File: src/hw/rtl/tlca_pkg.sv
package tlca_pkg;

    localparam int MAX_NODES_DEF  = 1024;
    localparam int LOG_LEVELS_DEF = 10;

    localparam int NODE_W  = 10;
    localparam int DIST_W  = 11;
    localparam int DEPTH_W = 11;

    localparam logic [DEPTH_W-1:0] DEPTH_MAX = '1;

    // Codes of the action field.
    localparam logic ACT_LOAD  = 1'b0;
    localparam logic ACT_QUERY = 1'b1;

    typedef struct packed {
        logic              action;
        logic [NODE_W-1:0] node;
        logic [NODE_W-1:0] partner;
    } req_t;

    typedef struct packed {
        logic [NODE_W-1:0] common_ancestor;
        logic [DIST_W-1:0] distance;
    } resp_t;

    typedef enum logic [4:0] {
        S_IDLE,
        S_LD_RD,
        S_LD_WR,
        S_LV_RD,
        S_LV_WR,
        S_Q_DA,
        S_Q_DB,
        S_Q_ORD,
        S_P1_ANC,
        S_P1_DEP,
        S_P1_LAST,
        S_P1_CHK,
        S_P2_RD,
        S_P2_CMP,
        S_P2_PAR,
        S_P2_GET,
        S_DL_RD,
        S_DL_OUT
    } state_t;

    // Address source of the depth memory read port.
    typedef enum logic [1:0] {
        DSEL_A,
        DSEL_B,
        DSEL_UP,
        DSEL_L
    } dsel_t;

    // Node source of the first ancestor memory read port.
    typedef enum logic [1:0] {
        ASEL_A,
        ASEL_B,
        ASEL_LIFT
    } asel_t;

    typedef struct packed {
        logic  capture;
        dsel_t dsel;
        asel_t asel;
        logic  wr_base;
        logic  wr_level;
        logic  da_capture;
        logic  order;
        logic  lift;
        logic  note_up;
        logic  step2;
        logic  l_from_a;
        logic  l_from_qa;
        logic  emit;
    } cmd_t;

    typedef struct packed {
        logic a_zero;
        logic a_eq_b;
        logic out_free;
    } status_t;

endpackage

File: src/hw/rtl/tlca_ctrl.sv
module tlca_ctrl #(
    parameter int LOG_LEVELS = tlca_pkg::LOG_LEVELS_DEF,
    localparam int LVL_W = $clog2(LOG_LEVELS + 1)
) (
    input  logic               clk,
    input  logic               rst_n,
    input  logic               req_valid,
    input  logic               action,
    output logic               req_stall,
    input  tlca_pkg::status_t  status,
    output tlca_pkg::cmd_t     cmd,
    output logic [LVL_W-1:0]   level
);

    localparam logic [LVL_W-1:0] LVL_TOP = LVL_W'(LOG_LEVELS);
    localparam logic [LVL_W-1:0] LVL_ONE = LVL_W'(1);

    tlca_pkg::state_t  state_reg;
    tlca_pkg::state_t  state_next;
    logic [LVL_W-1:0]  lvl_reg;
    logic [LVL_W-1:0]  lvl_next;

    always_ff @(posedge clk or negedge rst_n)
    begin
        if (!rst_n)
        begin
            state_reg <= tlca_pkg::S_IDLE;
            lvl_reg   <= '0;
        end
        else
        begin
            state_reg <= state_next;
            lvl_reg   <= lvl_next;
        end
    end

    always_comb
    begin
        state_next     = state_reg;
        lvl_next       = lvl_reg;
        level          = lvl_reg;
        req_stall      = 1'b1;
        cmd.capture    = 1'b0;
        cmd.dsel       = tlca_pkg::DSEL_B;
        cmd.asel       = tlca_pkg::ASEL_A;
        cmd.wr_base    = 1'b0;
        cmd.wr_level   = 1'b0;
        cmd.da_capture = 1'b0;
        cmd.order      = 1'b0;
        cmd.lift       = 1'b0;
        cmd.note_up    = 1'b0;
        cmd.step2      = 1'b0;
        cmd.l_from_a   = 1'b0;
        cmd.l_from_qa  = 1'b0;
        cmd.emit       = 1'b0;

        case (state_reg)
            tlca_pkg::S_IDLE:
            begin
                req_stall = 1'b0;
                if (req_valid)
                begin
                    cmd.capture = 1'b1;
                    state_next  = (action == tlca_pkg::ACT_QUERY) ? tlca_pkg::S_Q_DA
                                                                  : tlca_pkg::S_LD_RD;
                end
            end
            tlca_pkg::S_LD_RD:
            begin
                // A load to the sentinel node is dropped here.
                cmd.dsel   = tlca_pkg::DSEL_B;
                state_next = status.a_zero ? tlca_pkg::S_IDLE : tlca_pkg::S_LD_WR;
            end
            tlca_pkg::S_LD_WR:
            begin
                cmd.wr_base = 1'b1;
                level       = '0;
                lvl_next    = LVL_ONE;
                state_next  = tlca_pkg::S_LV_RD;
            end
            tlca_pkg::S_LV_RD:
            begin
                cmd.asel   = tlca_pkg::ASEL_B;
                level      = lvl_reg - LVL_ONE;
                state_next = tlca_pkg::S_LV_WR;
            end
            tlca_pkg::S_LV_WR:
            begin
                cmd.wr_level = 1'b1;
                if (lvl_reg == LVL_TOP)
                begin
                    state_next = tlca_pkg::S_IDLE;
                end
                else
                begin
                    lvl_next   = lvl_reg + LVL_ONE;
                    state_next = tlca_pkg::S_LV_RD;
                end
            end
            tlca_pkg::S_Q_DA:
            begin
                cmd.dsel   = tlca_pkg::DSEL_A;
                state_next = tlca_pkg::S_Q_DB;
            end
            tlca_pkg::S_Q_DB:
            begin
                cmd.da_capture = 1'b1;
                cmd.dsel       = tlca_pkg::DSEL_B;
                state_next     = tlca_pkg::S_Q_ORD;
            end
            tlca_pkg::S_Q_ORD:
            begin
                cmd.order  = 1'b1;
                lvl_next   = LVL_TOP;
                state_next = tlca_pkg::S_P1_ANC;
            end
            tlca_pkg::S_P1_ANC:
            begin
                // Apply the previous level's decision and read the next jump from there.
                cmd.lift   = 1'b1;
                cmd.asel   = tlca_pkg::ASEL_LIFT;
                state_next = tlca_pkg::S_P1_DEP;
            end
            tlca_pkg::S_P1_DEP:
            begin
                cmd.note_up = 1'b1;
                cmd.dsel    = tlca_pkg::DSEL_UP;
                if (lvl_reg == '0)
                begin
                    state_next = tlca_pkg::S_P1_LAST;
                end
                else
                begin
                    lvl_next   = lvl_reg - LVL_ONE;
                    state_next = tlca_pkg::S_P1_ANC;
                end
            end
            tlca_pkg::S_P1_LAST:
            begin
                cmd.lift   = 1'b1;
                state_next = tlca_pkg::S_P1_CHK;
            end
            tlca_pkg::S_P1_CHK:
            begin
                if (status.a_eq_b)
                begin
                    cmd.l_from_a = 1'b1;
                    state_next   = tlca_pkg::S_DL_RD;
                end
                else
                begin
                    lvl_next   = LVL_TOP;
                    state_next = tlca_pkg::S_P2_RD;
                end
            end
            tlca_pkg::S_P2_RD:
            begin
                cmd.asel   = tlca_pkg::ASEL_A;
                state_next = tlca_pkg::S_P2_CMP;
            end
            tlca_pkg::S_P2_CMP:
            begin
                cmd.step2 = 1'b1;
                if (lvl_reg == '0)
                begin
                    state_next = tlca_pkg::S_P2_PAR;
                end
                else
                begin
                    lvl_next   = lvl_reg - LVL_ONE;
                    state_next = tlca_pkg::S_P2_RD;
                end
            end
            tlca_pkg::S_P2_PAR:
            begin
                cmd.asel   = tlca_pkg::ASEL_A;
                level      = '0;
                state_next = tlca_pkg::S_P2_GET;
            end
            tlca_pkg::S_P2_GET:
            begin
                cmd.l_from_qa = 1'b1;
                state_next    = tlca_pkg::S_DL_RD;
            end
            tlca_pkg::S_DL_RD:
            begin
                cmd.dsel   = tlca_pkg::DSEL_L;
                state_next = tlca_pkg::S_DL_OUT;
            end
            tlca_pkg::S_DL_OUT:
            begin
                // The read address is held so the depth stays put while the output is full.
                cmd.dsel = tlca_pkg::DSEL_L;
                if (status.out_free)
                begin
                    cmd.emit   = 1'b1;
                    state_next = tlca_pkg::S_IDLE;
                end
            end
            default:
            begin
                state_next = tlca_pkg::S_IDLE;
            end
        endcase
    end

    a_accept_starts_work: assert property (
        @(posedge clk) disable iff (!rst_n)
        (req_valid && !req_stall) |=> (state_reg != tlca_pkg::S_IDLE)
    ) else $error("accepted item did not start a sequence");

    a_level_in_range: assert property (
        @(posedge clk) disable iff (!rst_n)
        lvl_reg <= LVL_TOP
    ) else $error("level counter beyond the top level");

    a_pass2_descends: assert property (
        @(posedge clk) disable iff (!rst_n)
        (state_reg == tlca_pkg::S_P2_CMP && lvl_reg != '0)
            |=> (lvl_reg == $past(lvl_reg) - LVL_ONE)
    ) else $error("joint lift did not step down one level");

endmodule

File: config.mk
export PLATFORM = sky130hd
export DESIGN_NAME = tlca_ctrl
export DESIGN_NICKNAME = d
export VERILOG_FILES = /design/src/hw/rtl/tlca_pkg.sv /design/src/hw/rtl/tlca_ctrl.sv
export SDC_FILE = /design/constraint.sdc
export NUM_CORES = 1
export LEC_CHECK = 0
export BUFFER_PORTS_ARGS = -buffer_cell sky130_fd_sc_hd__clkbuf_2
export CORE_MARGIN = 5
export CORE_UTILIZATION = 40
export CTS_CLUSTER_DIAMETER = 120
export DETAILED_ROUTE_END_ITERATION = 8
export GPL_TIMING_DRIVEN = 0
export HOLD_SLACK_MARGIN = 0.02
export SYNTH_ARGS = -nofsm -noshare
export SYNTH_HDL_FRONTEND = slang
export SYNTH_SLANG_ARGS = --single-unit
File: constraint.sdc
create_clock -name clk -period 2.5 [get_ports clk]
set_clock_uncertainty 0.1 [all_clocks]
set_input_delay 0.125 -clock clk [delete_from_list [all_inputs] [get_ports clk]]
set_output_delay 0.125 -clock clk [all_outputs]
set_load 0.005 [all_outputs]
==> flow_summary_export.csv <==
group,metric,value,unit
die,num_rows,17,
critical_path,regToRegSetupSlack,0.54,ns
sta,fmax,479.2,MHz
yosys,synth_cells,131,
critical_path,end_kind,"output pin",
place,pre_cts_ws,0.5598,ns
die,die_h,58.18,um
sta,tightest_slew,0.5067,ns
clocking,cts.clk_slew.worst_paths,0.05,ns
critical_path,worstSetupStartpointType,"register",
critical_path,arrival,1.86,ns
yosys,yosysSeqAreaShare,24.26,%
sta,hold_viol_final,0,
final_layout,fin_area,1130,um2
clocking,cts_max_path_buffers,2,
final_layout,drive_above_1_share,24.69,%
die,die-width,58.18,um
critical_path,path_common_cell,"o21ai_0",
yosys,syn-cell-area,928.4,um2
detailed_routing,drt-vias-per-instance,5.542,
clocking,cts-htree-levels,1,
yosys,syn-num-nets,141,
global_route,track_usage,16.21,%
clocking,clkSinkCount,9,
sta,slew_violations,0,
yosys,yosysTopAreaCell,"dfrtp_1",
yosys,synth_warnings,0,
yosys,yosys-top-cells-area,"dfrtp_1 (24%), nand2_1 (8.1%), nor2_1 (7.3%), o21ai_0 (4.3%), ha_1 (4.0%)",
yosys,synth-seq-cells,9,
power,ir_drop,0.5334,mV
yosys,synth_cell_types,38,
sta,rsz0062_at_grt,"false",
final_layout,fillers,232,
sta,slew-limit-headroom,65.96,%
global_route,antenna_found_initial,0,
place,dp.cells,185,
critical_path,cp_max_fo,10,
final_layout,seq_area,225.2,um2
die,core_area,2212,um2
sta,final-setup-viol-count,0,
final_layout,largest_reg_flops,5,
final_layout,layout_commonest_cell,"clkbuf_2",
hold_path,hp-class,"primary input to register",
die,ioPinCount,27,
detailed_routing,vias,1053,
sta,fin_crit,2.087,ns
clocking,cts_setup_buffers,0,
place,portBuffers,26,
global_route,grt_pass1_wl,4347,um
global_route,grt.overflow.total,0,
detailed_routing,antenna_left,0,
global_route,grt_pass1_vias,959,
detailed_routing,drcViolationCount,0,
critical_path,slowest_stage,"clkbuf_1",
run,maxCapViolations,0,
detailed_routing,wl_per_cell,13.62,um
place,place_area,1094,um2
power,powerDensity,1259,nW/um2
sta,finalSetupTns,0,ns
sta,period_share,83.47,%
clocking,ctsResizeCount,0,
detailed_routing,wirelength,2587,um
status,status,"complete, no violations",
place,place_hpwl,2003,um
sta,worst_slack,0.4133,ns
critical_path,crit_chain,"buf_2 -> clkbuf_1 -> nor2_1 -> o211ai_1 -> o21ai_0 -> o21ai_0 -> clkbuf_2",
detailed_routing,drt-pass1-iter-count,4,
clocking,numCtsBuffers,3,
critical_path,critPathMaxStageDelay,0.35,ns
clocking,clkLatencyLatePin,0.25,ns
place,gp_congestion,0.9115,
final_layout,final_cell_mix,"clkbuf_2 (26), nand2_1 (20), nor2_1 (18)",
detailed_routing,drt_iter0_drc,14,
final_layout,syn2layout_area_growth,21.70,%
clocking,cts_tree,"yes",
final_layout,fin_nets,173,
final_layout,multi_input_area,626.9,um2
yosys,synth.top_cell.area_share,24.26,%
final_layout,instances_no_fill,190,
final_layout,diodes,0,
clocking,holdBufCountCts,1,
critical_path,crit_required,2.28,ns
die,die_area,3384,um2
critical_path,crit_type,"register to output pin",
yosys,synth_area_per_cell,7.087,um2
clocking,root_buffer,"clkbuf_4",
global_route,grt_max_degree,11,
power,p_leak,0.5421,nW
die,initial_core_util,41.97,%
cell type report:
type | count | area share (%)
multi-input combinational | 105 | 55.48
sequential | 9 | 19.93
timing repair buffer | 27 | 12.40
buffer | 9 | 4.097
tap | 28 | 3.101
inverter | 8 | 2.658
clock buffer | 4 | 2.326
path summary, 6_finish.rpt:
| path | startpoint | to | cells after the start |
|---|---|---|---|
| setup / recovery | state_reg[2] | level[2] | 7 |
| hold / removal | req_valid | state_reg[2] | 3 |
| setup reg to reg | lvl_reg[0] | lvl_reg[0] | 7 |
| hold reg to reg | state_reg[4] | state_reg[3] | 2 |
| max in group asynchronous | rst_n | lvl_reg[1] | 2 |
| min in group asynchronous | rst_n | state_reg[4] | 2 |
worst max-delay path: cells and delay by family (launching register included):
| kind | cells | cell delay [ns] |
|---|---|---|
| AOI/OAI and AO/OA | 3 | 0.52 |
| and+or+nand+nor | 1 | 0.13 |
| DFF | 1 | 0.31 |
| buffers and inverters | 3 | 0.66 |
synth_stat cells, drive strengths merged:
library cell  number
a221o              1
a2bb2oi            1
a21oi              5
o211ai             2
inv                8
o31ai              3
o41ai              1
o221ai             1
a31oi              3
xnor2              2
nand2             20
dfrtp              9
and2               1
or3                3
o2bb2ai            2
a21o               1
a311oi             2
o21ai              8
nand2b             4
nor3               7
a22oi              1
nor3b              1
nand3b             2
a211oi             2
mux2               1
nor2              18
or2                1
and4bb             1
nand3              3
nor4               1
buf                6
and3               2
mux2i              2
clkbuf             3
ha                 3
where the power goes:
part	total, mW	internal (mW)	switching (mW)	leakage (nW)
Clock	0.103	0.0609	0.0419	0.0150
Sequential	0.274	0.210	0.0639	0.115
Combinational	1.05	0.417	0.628	0.412
Total	1.42	0.688	0.734	0.542
logic make-up (layout without fill, tap and decap cells):
family	after synthesis	after routing	share of synthesized area, %
and+or+nand+nor	64	64	33.42
AOI/OAI and AO/OA	33	33	24.80
buffers and inverters	17	48	8.221
DFF	9	9	24.26
adders and majority gates	3	3	4.044
muxes	3	3	3.369
xor gates and xnor gates	2	2	1.887
stage by stage:
step	hold slack (ns)	power, mW	util, %
finish	0.07585	1.422	51.07
global route	0.09319	1.571	51.07
CTS	0.06625	1.417	51.07
detailed placement	-0.1164	1.303	49.43
global placement	-0.1157	1.298	49.43
floorplan	-0.2706	1.016	-
layer usage:
layer | vias up | track usage, % | part of all wire [%]
met5 | - | 0 | 0
met4 | 0 | 6.954 | 0.97
met3 | 2 | 2.004 | 5.5
met2 | 28 | 22.90 | 45
met1 | 493 | 24.36 | 49
li1 | 530 | - | -
Note: power is estimated with default switching activity, not from simulation.
